===== config.mk =====
export PLATFORM = sky130hd
export DESIGN_NAME = axis_calibrate_normalize_core
export DESIGN_NICKNAME = d
export VERILOG_FILES = /design/src/acn_pkg.sv /design/src/acn_ctrl.sv /design/src/acn_datapath.sv /design/src/axis_calibrate_normalize_core.sv
export VERILOG_INCLUDE_DIRS = /design/src /design/src/src
export SDC_FILE = /design/constraint.sdc
export NUM_CORES = 1
export LEC_CHECK = 0
export ABC_AREA = 1
export BUFFER_PORTS_ARGS = -buffer_cell sky130_fd_sc_hd__buf_2
export CORE_MARGIN = 3
export CORE_UTILIZATION = 45
export CTS_CLUSTER_SIZE = 14
export DETAILED_ROUTE_END_ITERATION = 16
export PLACE_DENSITY = 0.68
export SLEW_MARGIN = 30
export SYNTH_ARGS = -nofsm -noshare
export SYNTH_HDL_FRONTEND = slang
export SYNTH_SLANG_ARGS = --single-unit

===== constraint.sdc =====
create_clock -name i_clk -period 7.3 [get_ports i_clk]
set_input_delay 0.365 -clock i_clk [delete_from_list [all_inputs] [get_ports i_clk]]
set_output_delay 0.365 -clock i_clk [all_outputs]
set_load 0.1 [all_outputs]

===== src/axis_calibrate_normalize_core_defines.svh =====
// Assertion macros shared by the axis calibration core.
`ifndef AXIS_CALIBRATE_NORMALIZE_CORE_DEFINES_SVH
`define AXIS_CALIBRATE_NORMALIZE_CORE_DEFINES_SVH

`ifndef SYNTHESIS

`define ACN_ASSERT_SAME(label, clk, rst_n, ante, cons) \
    label: assert property (@(posedge clk) disable iff (!rst_n) (ante) |-> (cons)) \
        else $error("assertion failed in same cycle check");

`define ACN_ASSERT_NEXT(label, clk, rst_n, ante, cons) \
    label: assert property (@(posedge clk) disable iff (!rst_n) (ante) |=> (cons)) \
        else $error("assertion failed in next cycle check");

`else

`define ACN_ASSERT_SAME(label, clk, rst_n, ante, cons)
`define ACN_ASSERT_NEXT(label, clk, rst_n, ante, cons)

`endif

`endif


===== src/acn_pkg.sv =====
`default_nettype none
package acn_pkg;

    localparam int SAMPLE_BITS = 16;
    localparam int SPAN_W = SAMPLE_BITS + 1;
    localparam int QUO_W = SAMPLE_BITS;
    localparam int DIV_STEPS = SAMPLE_BITS;
    localparam int CNT_W = $clog2(DIV_STEPS);
    localparam int CFG_IDX_W = 3;

    typedef logic signed [SAMPLE_BITS-1:0] t_sample;

    localparam t_sample Q_POS_ONE = {1'b0, {(SAMPLE_BITS-1){1'b1}}};
    localparam t_sample Q_NEG_ONE = {1'b1, {(SAMPLE_BITS-1){1'b0}}};
    localparam t_sample RESET_MIN = {1'b1, {(SAMPLE_BITS-1){1'b0}}};
    localparam t_sample RESET_MAX = {1'b0, {(SAMPLE_BITS-1){1'b1}}};
    localparam t_sample RESET_IDLE = '0;

    typedef enum logic [CFG_IDX_W-1:0] {
        REG_RANGE_MIN = 3'd0,
        REG_RANGE_MAX = 3'd1,
        REG_IDLE_OFFSET = 3'd2,
        REG_NORMALIZE_EN = 3'd3,
        REG_CALIBRATE_EN = 3'd4
    } t_reg_idx;

    typedef enum logic {
        OP_SAMPLE = 1'b0,
        OP_CAPTURE = 1'b1
    } t_op;

    typedef enum logic [1:0] {
        S_IDLE,
        S_EVAL,
        S_DIV,
        S_DONE
    } t_state;

    typedef struct packed {
        logic load;
        logic eval;
        logic step;
        logic out_load;
    } t_cmd;

    typedef struct packed {
        logic need_div;
    } t_status;

endpackage
`default_nettype wire


===== src/acn_ctrl.sv =====
`default_nettype none
`include "axis_calibrate_normalize_core_defines.svh"
module acn_ctrl (
    input  wire logic           i_clk,
    input  wire logic           i_rst_n,
    input  wire logic           i_valid,
    output logic                o_ready,
    output logic                o_valid,
    input  wire logic           i_ready,
    output acn_pkg::t_cmd       o_cmd,
    input  wire acn_pkg::t_status i_status
);
    import acn_pkg::*;

    localparam logic [CNT_W-1:0] CNT_LAST = CNT_W'(DIV_STEPS - 1);

    t_state r_state, n_state;
    logic [CNT_W-1:0] r_cnt, n_cnt;
    logic r_out_valid, n_out_valid;

    always_ff @(posedge i_clk) begin
        if (!i_rst_n) begin
            r_state <= S_IDLE;
            r_cnt <= '0;
            r_out_valid <= 1'b0;
        end else begin
            r_state <= n_state;
            r_cnt <= n_cnt;
            r_out_valid <= n_out_valid;
        end
    end

    always_comb begin
        n_state = r_state;
        n_cnt = r_cnt;
        n_out_valid = r_out_valid && !i_ready;
        o_cmd = '0;
        unique case (r_state)
            S_IDLE: begin
                if (i_valid) begin
                    o_cmd.load = 1'b1;
                    n_state = S_EVAL;
                end
            end
            S_EVAL: begin
                o_cmd.eval = 1'b1;
                n_cnt = '0;
                if (i_status.need_div) begin
                    n_state = S_DIV;
                end else begin
                    n_state = S_DONE;
                end
            end
            S_DIV: begin
                o_cmd.step = 1'b1;
                n_cnt = r_cnt + 1'b1;
                if (r_cnt == CNT_LAST) begin
                    n_state = S_DONE;
                end
            end
            S_DONE: begin
                if (!r_out_valid || i_ready) begin
                    o_cmd.out_load = 1'b1;
                    n_out_valid = 1'b1;
                    n_state = S_IDLE;
                end
            end
            default: begin
                n_state = S_IDLE;
            end
        endcase
    end

    assign o_ready = (r_state == S_IDLE);
    assign o_valid = r_out_valid;

    `ACN_ASSERT_NEXT(a_accept_to_eval, i_clk, i_rst_n, i_valid && o_ready, r_state == S_EVAL)
    `ACN_ASSERT_SAME(a_no_overwrite, i_clk, i_rst_n, o_cmd.out_load, !r_out_valid || i_ready)
    `ACN_ASSERT_NEXT(a_div_ends, i_clk, i_rst_n, r_state == S_DIV && r_cnt == CNT_LAST,
        r_state == S_DONE)
    `ACN_ASSERT_NEXT(a_direct_path, i_clk, i_rst_n, o_cmd.eval && !i_status.need_div,
        r_state == S_DONE)

endmodule
`default_nettype wire


===== src/acn_datapath.sv =====
`default_nettype none
`include "axis_calibrate_normalize_core_defines.svh"
module acn_datapath (
    input  wire logic                          i_clk,
    input  wire logic                          i_rst_n,
    input  wire logic                          i_cfg_we,
    input  wire logic [acn_pkg::CFG_IDX_W-1:0] i_cfg_index,
    input  wire logic [acn_pkg::SAMPLE_BITS-1:0] i_cfg_data,
    input  wire logic                          i_op,
    input  wire acn_pkg::t_sample              i_raw_sample,
    input  wire acn_pkg::t_cmd                 i_cmd,
    output acn_pkg::t_status                   o_status,
    output acn_pkg::t_sample                   o_axis_value,
    output logic                               o_is_normalized,
    output logic                               o_saturated
);
    import acn_pkg::*;

    t_sample r_range_min, r_range_max;
    logic r_norm_en, r_cal_en;
    t_sample r_low, r_high, r_idle, r_last;
    t_sample n_low, n_high, n_idle, n_last;
    t_sample w_cfg_min, w_cfg_max, w_cfg_sample;

    logic signed [SPAN_W-1:0] w_last_x, w_idle_x, w_low_x, w_high_x, w_d;
    logic [SPAN_W-1:0] w_mag, w_span;
    logic w_neg, w_active, w_zero, w_over;

    logic r_neg, r_active, r_zero, r_over;
    logic [SPAN_W-1:0] r_span, r_rem, w_diff, w_rem_sel;
    logic [QUO_W-1:0] r_quo, w_quo_neg;
    logic w_ge;

    t_sample r_out_value;
    logic r_out_norm, r_out_sat;

    assign w_cfg_sample = t_sample'(i_cfg_data);
    assign w_cfg_min = (i_cfg_index == REG_RANGE_MIN) ? w_cfg_sample : r_range_min;
    assign w_cfg_max = (i_cfg_index == REG_RANGE_MAX) ? w_cfg_sample : r_range_max;

    always_comb begin
        n_low = r_low;
        n_high = r_high;
        n_idle = r_idle;
        n_last = r_last;
        if (i_cfg_we) begin
            unique case (i_cfg_index)
                REG_RANGE_MIN, REG_RANGE_MAX: begin
                    if (w_cfg_min < w_cfg_max) begin
                        n_low = w_cfg_min;
                        n_high = w_cfg_max;
                    end
                end
                REG_IDLE_OFFSET: begin
                    n_idle = w_cfg_sample;
                    if (r_cal_en) begin
                        n_low = w_cfg_sample;
                        n_high = w_cfg_sample;
                    end
                end
                REG_CALIBRATE_EN: begin
                    if (i_cfg_data[0]) begin
                        n_low = r_idle;
                        n_high = r_idle;
                    end
                end
                default: begin
                end
            endcase
        end else if (i_cmd.load) begin
            if (i_op == OP_SAMPLE) begin
                n_last = i_raw_sample;
                if (r_cal_en) begin
                    if (i_raw_sample < r_low) begin
                        n_low = i_raw_sample;
                    end
                    if (i_raw_sample > r_high) begin
                        n_high = i_raw_sample;
                    end
                end
            end else begin
                n_idle = r_last;
                if (r_cal_en) begin
                    n_low = r_last;
                    n_high = r_last;
                end
            end
        end
    end

    always_ff @(posedge i_clk) begin
        if (!i_rst_n) begin
            r_range_min <= RESET_MIN;
            r_range_max <= RESET_MAX;
            r_norm_en <= 1'b0;
            r_cal_en <= 1'b0;
            r_low <= RESET_MIN;
            r_high <= RESET_MAX;
            r_idle <= RESET_IDLE;
            r_last <= '0;
        end else begin
            r_low <= n_low;
            r_high <= n_high;
            r_idle <= n_idle;
            r_last <= n_last;
            if (i_cfg_we) begin
                unique case (i_cfg_index)
                    REG_RANGE_MIN: r_range_min <= w_cfg_sample;
                    REG_RANGE_MAX: r_range_max <= w_cfg_sample;
                    REG_NORMALIZE_EN: r_norm_en <= i_cfg_data[0];
                    REG_CALIBRATE_EN: r_cal_en <= i_cfg_data[0];
                    default: begin
                    end
                endcase
            end
        end
    end

    assign w_last_x = {r_last[SAMPLE_BITS-1], r_last};
    assign w_idle_x = {r_idle[SAMPLE_BITS-1], r_idle};
    assign w_low_x = {r_low[SAMPLE_BITS-1], r_low};
    assign w_high_x = {r_high[SAMPLE_BITS-1], r_high};
    assign w_d = w_last_x - w_idle_x;
    assign w_neg = w_d[SPAN_W-1];
    assign w_mag = w_neg ? SPAN_W'(-w_d) : SPAN_W'(w_d);
    assign w_span = w_neg ? SPAN_W'(w_idle_x - w_low_x) : SPAN_W'(w_high_x - w_idle_x);
    assign w_active = r_norm_en && (r_low < r_high) && (r_low <= r_idle) && (r_idle <= r_high);
    assign w_zero = (w_span == '0);
    assign w_over = (w_mag > w_span);
    assign o_status.need_div = w_active && !w_zero && !w_over;

    assign w_ge = (r_rem >= r_span);
    assign w_diff = r_rem - r_span;
    assign w_rem_sel = w_ge ? w_diff : r_rem;
    assign w_quo_neg = ~r_quo + 1'b1;

    always_ff @(posedge i_clk) begin
        if (i_cmd.eval) begin
            r_neg <= w_neg;
            r_active <= w_active;
            r_zero <= w_zero;
            r_over <= w_over;
            r_span <= w_span;
            r_rem <= w_mag;
            r_quo <= '0;
        end else if (i_cmd.step) begin
            r_rem <= {w_rem_sel[SPAN_W-2:0], 1'b0};
            r_quo <= {r_quo[QUO_W-2:0], w_ge};
        end
    end

    always_ff @(posedge i_clk) begin
        if (i_cmd.out_load) begin
            r_out_norm <= r_active;
            r_out_sat <= r_active && !r_zero && r_over;
            if (!r_active) begin
                r_out_value <= r_last;
            end else if (r_zero) begin
                r_out_value <= '0;
            end else if (r_over) begin
                r_out_value <= r_neg ? Q_NEG_ONE : Q_POS_ONE;
            end else if (r_neg) begin
                r_out_value <= t_sample'(w_quo_neg);
            end else if (r_quo[QUO_W-1]) begin
                r_out_value <= Q_POS_ONE;
            end else begin
                r_out_value <= t_sample'(r_quo);
            end
        end
    end

    assign o_axis_value = r_out_value;
    assign o_is_normalized = r_out_norm;
    assign o_saturated = r_out_sat;

    `ACN_ASSERT_SAME(a_rem_bound, i_clk, i_rst_n, i_cmd.step,
        {1'b0, r_rem} < {r_span, 1'b0})
    `ACN_ASSERT_NEXT(a_div_span_nonzero, i_clk, i_rst_n, i_cmd.eval && o_status.need_div,
        r_span != '0)
    `ACN_ASSERT_NEXT(a_sat_only_normalized, i_clk, i_rst_n, i_cmd.out_load,
        !r_out_sat || r_out_norm)

endmodule
`default_nettype wire


===== src/axis_calibrate_normalize_core.sv =====
// Axis calibration and normalization core. Each input word is either a raw
// signed sample or a command to capture the last sample as the idle point, and
// each one yields exactly one output word. With calibration enabled the low and
// high extents widen to cover every sample, and a capture collapses them onto
// the new idle point. When normalization is enabled and the extents are valid,
// the output is the offset from the idle point divided by the span on that side
// as Q1.15, clamped to plus or minus one; otherwise the raw sample passes
// through. Words that need a division go through the restoring divider, which
// resolves one quotient bit per cycle. One word is processed at a time, and a
// new word is accepted while the previous result still waits in the output
// register. Configuration writes are always ready and must only be issued
// while no word is in flight.
`default_nettype none
module axis_calibrate_normalize_core (
    input  wire logic                          i_clk,
    input  wire logic                          i_rst_n,
    input  wire logic                          i_valid,
    output logic                               o_ready,
    input  wire logic                          i_op,
    input  wire acn_pkg::t_sample              i_raw_sample,
    output logic                               o_valid,
    input  wire logic                          i_ready,
    output acn_pkg::t_sample                   o_axis_value,
    output logic                               o_is_normalized,
    output logic                               o_saturated,
    input  wire logic                          i_cfg_valid,
    output logic                               o_cfg_ready,
    input  wire logic [acn_pkg::CFG_IDX_W-1:0] i_cfg_index,
    input  wire logic [acn_pkg::SAMPLE_BITS-1:0] i_cfg_data
);
    import acn_pkg::*;

    t_cmd w_cmd;
    t_status w_status;

    assign o_cfg_ready = 1'b1;

    acn_ctrl u_ctrl (
        .i_clk    (i_clk),
        .i_rst_n  (i_rst_n),
        .i_valid  (i_valid),
        .o_ready  (o_ready),
        .o_valid  (o_valid),
        .i_ready  (i_ready),
        .o_cmd    (w_cmd),
        .i_status (w_status)
    );

    acn_datapath u_datapath (
        .i_clk           (i_clk),
        .i_rst_n         (i_rst_n),
        .i_cfg_we        (i_cfg_valid && o_cfg_ready),
        .i_cfg_index     (i_cfg_index),
        .i_cfg_data      (i_cfg_data),
        .i_op            (i_op),
        .i_raw_sample    (i_raw_sample),
        .i_cmd           (w_cmd),
        .o_status        (w_status),
        .o_axis_value    (o_axis_value),
        .o_is_normalized (o_is_normalized),
        .o_saturated     (o_saturated)
    );

endmodule
`default_nettype wire


==> flow_summary.ini, run 1 <==
[finish]
antennaDiodeCount = 0
stdcell_area_mm2 = 0.01609
area_growth_pct = 8.320
layout.nets = 2411
drive_gt1_frac = 0.07402

[timing]
fin_tns_setup_ps = 0
slew_viol_final = 0
finalCritPeriodShare = 0.6029
setup_ws_ps = 2899
report.final.hold_viol_count = 0
finClkSkew_ps = 14.90
tightest_slew_ps = 949.4
max_freq_mhz = 227.2
rsz0062_at_grt = no
fin_hold_ws_ps = 240.6
relSlewSlack = 0.3655
min_period_ps = 4401
finalSetupViolations = 0

[clock_tree]
clkTransAtPathRegs_ps = 80
cts_root_buf = clkbuf_16
cts_tree = built
ctsHoldBuffers = 0
postCtsSetupBuffers = 0
numClockSinks = 177
htreeDepth = 4
post_cts_resized = 0
cts_buffers = 17
clock_path_buffers = 2
worstSkewPairLatency_ps = 440

[detailed_routing]
drt_wl_total_um = 47440
drc = 0
vias = 14870
ant_nets = 0
dr.pass1.iters = 6
wire_per_inst_um = 17.81
dr.first_iter.drc_count = 1262
viasPerCell = 5.583

[place]
place_congestion = 0.9774
placed_area_mm2 = 0.01544
portBuffers = 60
hpwl_um = 37270
pre_cts_slack_ps = 2973

[global_route]
antenna_found_initial = 3
grt_usage = 0.2646
grt_pass1_wl_um = 75050
grt_pass1_vias = 14260
grt_max_degree = 85
overflow = 0

[die]
num_io_pins = 62
initial_core_util = 0.4637
die_w_um = 187.7
num_rows = 65
fp.dieH_um = 187.7
die-area_mm2 = 0.03523
core_mm2 = 0.03204

[critical_path]
cpMaxStageDelayCell = dfxtp_1
cp.required_ps = 7640
critPathTopFamily = simple AND/OR/NAND/NOR gates
max_stage_delay_ps = 570
startpoint_type = register
cp_num_buf_inv = 3
crit_type = register to register
cp_common_cell = nand2_1
critPathArrivalTime_ps = 4740
cp-end-kind = register
crit_fanout = 5

[power]
leakage_nw = 7.890
p_sw_frac = 0.5006
clockPowerShare = 0.156
comb_power_share = 0.607
max-vdd-ir-drop_v = 0.0002022
internal_power_mw = 3.169
p_per_area_mw_per_mm2 = 394.3
netSwitchingPower_mw = 3.177
total_power_mw = 6.346
p_seq_frac = 0.237

[synthesis]
netlist_instances = 2204
synth_flop_cell = dfxtp_1
synth.distinct_cells = 51
ys_seq_area_frac = 0.2762
synth_warnings = 0
ys_async_sr_fraction = 0
synth_edf_count = 56
ys_seq_elements = 177
synth_area_mm2 = 0.01486
syn_area_per_cell_um2 = 6.741
syn-num-nets = 2399

[min_path]
min_path_type = input port to register

[flow_run]
drv_cap = 0

[status]
run_status = complete, no violations
## layout by cell type (no fill, tap or decap), drive strengths merged, types with 2 or more instances in the layout
master	instances
buf	67
nand4	50
a211oi	7
edfxtp	56
o21a	2
bufinv	2
nor2	145
nand2	562
o211ai	40
nor3b	3
or2	15
a21boi	2
o21bai	2
inv	348
nand3	109
fa	4
dfxtp	121
xnor2	21
a31oi	4
o21ai	166
o22ai	41
nor3	33
clkbuf	21
a21oi	182
o211a	14
xor2	26
nor4	7
clkinv	5
and2	4
nand3b	16
ha	150
## registers in the layout (all words and copies together) (netlist names), 4 cells and up
register / count
u_ctrl.r_cnt: 4
u_datapath.o_axis_value: 16
u_datapath.r_high: 16
u_datapath.r_idle: 16
u_datapath.r_last: 16
u_datapath.r_low: 16
u_datapath.r_quo: 16
u_datapath.r_range_max: 16
u_datapath.r_range_min: 16
u_datapath.r_rem: 17
u_datapath.r_span: 17
## layout make-up
type / count / area (µm²)
Inverter: 345 / 1295
Fill cell: 3287 / 15950
Clock buffer: 21 / 486.7
Multi-Input combinational cell: 1608 / 9173
Timing Repair Buffer: 67 / 352.8
Clock inverter: 11 / 138.9
Tap cell: 435 / 544.3
Sequential cell: 177 / 4104
## power by group through the flow
stage | registers, mW | logic (mW) | clock network, mW
final | 1.51 | 3.85 | 0.987
after global routing | 1.53 | 4.34 | 1.04
after CTS | 1.51 | 3.80 | 0.991
after detailed placement | 1.52 | 3.77 | 0
after global placement | 1.52 | 3.71 | 0
after floorplan | 1.58 | 2.81 | 0
## synthesized netlist by cell type, drive strengths merged, types with 14 or more instances
cell / number / area [µm²]
buf: 21 / 123.9
nand3b: 16 / 120.1
nor2: 145 / 554.3
o21ai: 166 / 838.3
nand2: 562 / 2200
or2: 15 / 93.84
xor2: 26 / 227.7
dfxtp: 121 / 2422
nand3: 109 / 583.1
o211a: 14 / 140.1
o211ai: 40 / 300.3
edfxtp: 56 / 1682
inv: 344 / 1291
nand4: 50 / 312.8
a21oi: 182 / 940.9
o22ai: 41 / 256.5
ha: 150 / 1877
xnor2: 21 / 191.4
clkbuf: 53 / 198.9
nor3: 33 / 180.2
## logic make-up after synthesis
kind of cell / Yosys count / share of synthesized area
adder cells (fa/ha/maj): 154 / 0.1317
other: 1 / 0.0002524
AO/OA/AOI/OAI: 462 / 0.1760
XOR/XNOR: 47 / 0.02821
AND/OR/NAND/NOR: 944 / 0.2787
buffers and inverters: 419 / 0.1089
flip-flops: 177 / 0.2762
## stage by stage
step	std cells	utilization
final	2664	0.5023
after detailed placement	2632	0.4820
after global placement	2632	0.4820
after global routing	2664	0.5023
after CTS	2664	0.5015
after floorplan	2204	-
## worst reg2reg max path, cell delays in order (launching register included)
cell      delay, ps
dfxtp_1         570
inv_1           260
ha_1            380
nand3_1         100
nand2_2         130
a21boi_1        110
xnor2_1         440
nor2_1          130
nand2_1         120
nor2_2           50
nand3_1         120
nand2_2          90
or2_1           250
nand2_1          70
inv_1            40
ha_1            300
a21oi_1         140
o21ai_0         110
a21oi_1         170
o211ai_1        110
nand2_1          90
inv_1            70
nor3_1          160
nand2_1         130
nand2_1          90
a21oi_2          50
## routing by layer
layer	vias up	GRT usage	wire length (µm)
met1	6880	0.3423	20570
met5	-	0	25
met3	120	0.04244	3153
met2	544	0.4414	21820
li1	7326	-	-
met4	4	0.1062	1866
## path summary, 6_finish.rpt
path | startpoint | to | slack [ps] | depth (start not counted)
hold reg to reg | u_datapath.r_range_min[7] | u_datapath.r_range_min[7] | 470 | 2
hold / removal | i_cfg_index[2] | u_datapath.r_norm_en | 240 | 3
setup / recovery | u_datapath.r_idle[1] | u_ctrl.r_state[0] | 2900 | 25
setup reg to reg | u_datapath.r_idle[1] | u_ctrl.r_state[0] | 2900 | 25
Power figures use the tool's default switching activity.
==> run 2: changes to the inputs <==
ABC_AREA = 0   (was 1)
PLACE_DENSITY = 0.71   (was 0.68)
clock period = 3.99 ns   (was 7.3 ns; I/O delays follow)
==> flow_summary.ini, run 2 <==
[power]
clockPowerShare = 0.140
internal_power_mw = 7.109
p_sw_frac = 0.4314
p_per_area_mw_per_mm2 = 718.7
comb_power_share = 0.648
netSwitchingPower_mw = 5.393
max-vdd-ir-drop_v = 0.0003599
p_seq_frac = 0.212
leakage_nw = 8.020

[timing]
min_period_ps = 4266
finClkSkew_ps = 18.70
max_freq_mhz = 234.4
tightest_slew_ps = 868.4
slew_viol_final = 0
finalCritPeriodShare = 1.069
rsz0062_at_grt = yes
report.final.hold_viol_count = 0
fin_tns_setup_ps = -512.3
finalSetupViolations = 2
setup_ws_ps = -276.5
relSlewSlack = 0.4211

[detailed_routing]
viasPerCell = 5.741
topRoutingLayerUsed = met4
dr.first_iter.drc_count = 1160
vias = 13250
wl_met3_um = 2019
drt_wl_total_um = 42540
dr.pass1.iters = 6
drc = 0
wire_per_inst_um = 18.44
drt-met1-wl_um = 18940
ant_nets = 0
wl_met2_um = 19940

[critical_path]
cp_common_cell = a21o_1
max_stage_delay_ps = 380
rr_worst_depth = 18
cp_num_buf_inv = 1
startpoint_type = register
critPathTopFamily = compound AO/OA/AOI/OAI gates
cp-end-kind = register
cp.required_ps = 4320
path_cells = inv_4, ha_4, nor2b_4, o31a_1, o41ai_4, a21oi_2, or3_4, a2111oi_4, a31oi_1, xnor2_1, ha_1, a21o_1, a21o_1, a21o_1, a2111oi_4, a31oi_2, o41ai_2, nand3_1
crit_type = register to register
critPathArrivalTime_ps = 4590
crit_fanout = 3
path_depth = 18
cpMaxStageDelayCell = o41ai_4

[synthesis]
netlist_instances = 1661
syn-num-nets = 1856
ys_seq_area_frac = 0.2887
syn_area_per_cell_um2 = 8.557
yosysTopAreaCellShare = 0.1704
synth_flop_cell = dfxtp_1
synth_commonest_cells = 213 x nand2_1, 150 x ha_1, 144 x inv_1, 121 x dfxtp_1, 102 x nor2_1
synth.distinct_cells = 80
synth_warnings = 0
synth_edf_count = 56
ys_seq_elements = 177
ys_async_sr_fraction = 0
synth_top_area_cell = dfxtp_1
synth_area_leaders = dfxtp_1 17%, ha_1 13%, edfxtp_1 12%
synth_most_common_cell = nand2_1
synth_area_mm2 = 0.01421

[place]
hpwl_um = 33760
place_congestion = 0.9732
dp_cells = 2266
placed_area_mm2 = 0.01644
portBuffers = 60

[clock_tree]
htreeDepth = 4
cts_tree = built
cts_buffers = 17
worstSkewPairLatency_ps = 440
cts_root_buf = clkbuf_16
numClockSinks = 177
clock_path_buffers = 2
ctsHoldBuffers = 0
clkTransAtPathRegs_ps = 80

[finish]
layout.nets = 2093
reg.largest.list = u_datapath.r_rem x17, u_datapath.r_span x17
final_common_cell = buf_4
drive_gt1_frac = 0.2376
stdcell_area_mm2 = 0.01740
area_growth_pct = 22.39
fillers = 2720
antennaDiodeCount = 0
final_cell_mix = 229 x buf_4, 213 x nand2_1, 143 x ha_1
final_util = 0.5643
fin_cells = 2307

[status]
violations = setup timing
run_status = complete, but fails checks

[global_route]
grt_usage = 0.2495
grt_max_degree = 68
overflow = 0
grt_pass1_vias = 12870
antenna_found_initial = 0
grt_pass1_wl_um = 67320

[min_path]
min_path_type = input port to register
whs_path_depth = 3

[die]
fp.dieH_um = 183.7
die_w_um = 183.7
num_io_pins = 62
core_mm2 = 0.03083
num_rows = 64
die-area_mm2 = 0.03375
initial_core_util = 0.4610

[flow_run]
drv_cap = 0
-- run 2: changes by cell type after synthesis, moves of 71 or more --
cell / change
a21oi_1: -114
o21ai_0: -79
mux2i_1: +77
nand3_1: -71
inv_1: -197
nand2_1: -327
-- run 2: final cells by class --
| class | count | area [µm²] | share of cell area |
|---|---|---|---|
| Clock inverter | 14 | 161.4 | 0.009278 |
| Sequential cell | 177 | 4111 | 0.2363 |
| Multi-Input combinational cell | 1264 | 9543 | 0.5485 |
| Clock buffer | 18 | 450.4 | 0.02589 |
| Tap cell | 396 | 495.5 | 0.02848 |
| Inverter | 145 | 546.8 | 0.03143 |
| Timing Repair Buffer | 293 | 2088 | 0.1200 |
-- run 2: timing repair --
item | CTS | global route
resized for setup | 22 | 30
endpoints found under the setup margin | 2 | 2
buffers inserted | 4 | 5
cloned | 0 | 0
pin swaps | 14 | 14
-- run 2: through the flow --
stage / setup WS (ps) / power, mW / hold slack, ps
2_1_floorplan: -260.0 / 7.703 / 344.4
3_3_place_gp: -511.3 / 10.01 / 455.9
3_5_place_dp: -635.9 / 10.25 / 461.0
4_1_cts: -344.7 / 12.16 / 13.75
5_1_grt: -426.1 / 13.44 / 42.77
6_report: -276.5 / 12.50 / 26.37
-- run 2: kinds of logic (layout without fill, tap and decap cells) --
kind of cell	after synthesis	count (layout)	share of synthesized area
adder cells (fa/ha/maj)	154	154	0.1377
AO/OA/AOI/OAI	413	413	0.2099
multiplexers	131	131	0.09701
AND/OR/NAND/NOR	501	501	0.1657
buffers and inverters	220	470	0.06127
other	1	1	0.0002638
XOR/XNOR	64	64	0.03944
flip-flops	177	177	0.2887
-- run 2: routing by layer --
metal  track usage  vias to the layer above
met4       0.09223                        0
met2        0.4227                      413
met5             0                        -
met3       0.02909                       72
met1        0.3289                     6262
li1              -                     6498
-- run 2: worst paths after layout --
kind | from | endpoint | slack (ps)
worst max-delay path | u_datapath.r_idle[1] | u_ctrl.r_state[0] | -280
worst min-delay path | i_raw_sample[0] | u_datapath.r_last[0] | 30
worst max register to register | u_datapath.r_idle[1] | u_ctrl.r_state[0] | -280
worst min register to register | u_datapath.r_range_max[11] | u_datapath.r_range_max[11] | 480
-- run 2: tightest hold or removal path, stage by stage --
cell and delay [ps]:
buf_2 110, nand2_1 50, a21boi_0 60
-- run 2: power by group through the flow --
stage	sequential (mW)	clock (mW)	combinational, mW
4_1_cts	2.64	1.78	7.74
6_report	2.65	1.75	8.11
3_3_place_gp	2.66	0	7.35
5_1_grt	2.68	1.84	8.92
3_5_place_dp	2.68	0	7.57
2_1_floorplan	2.76	0	4.94
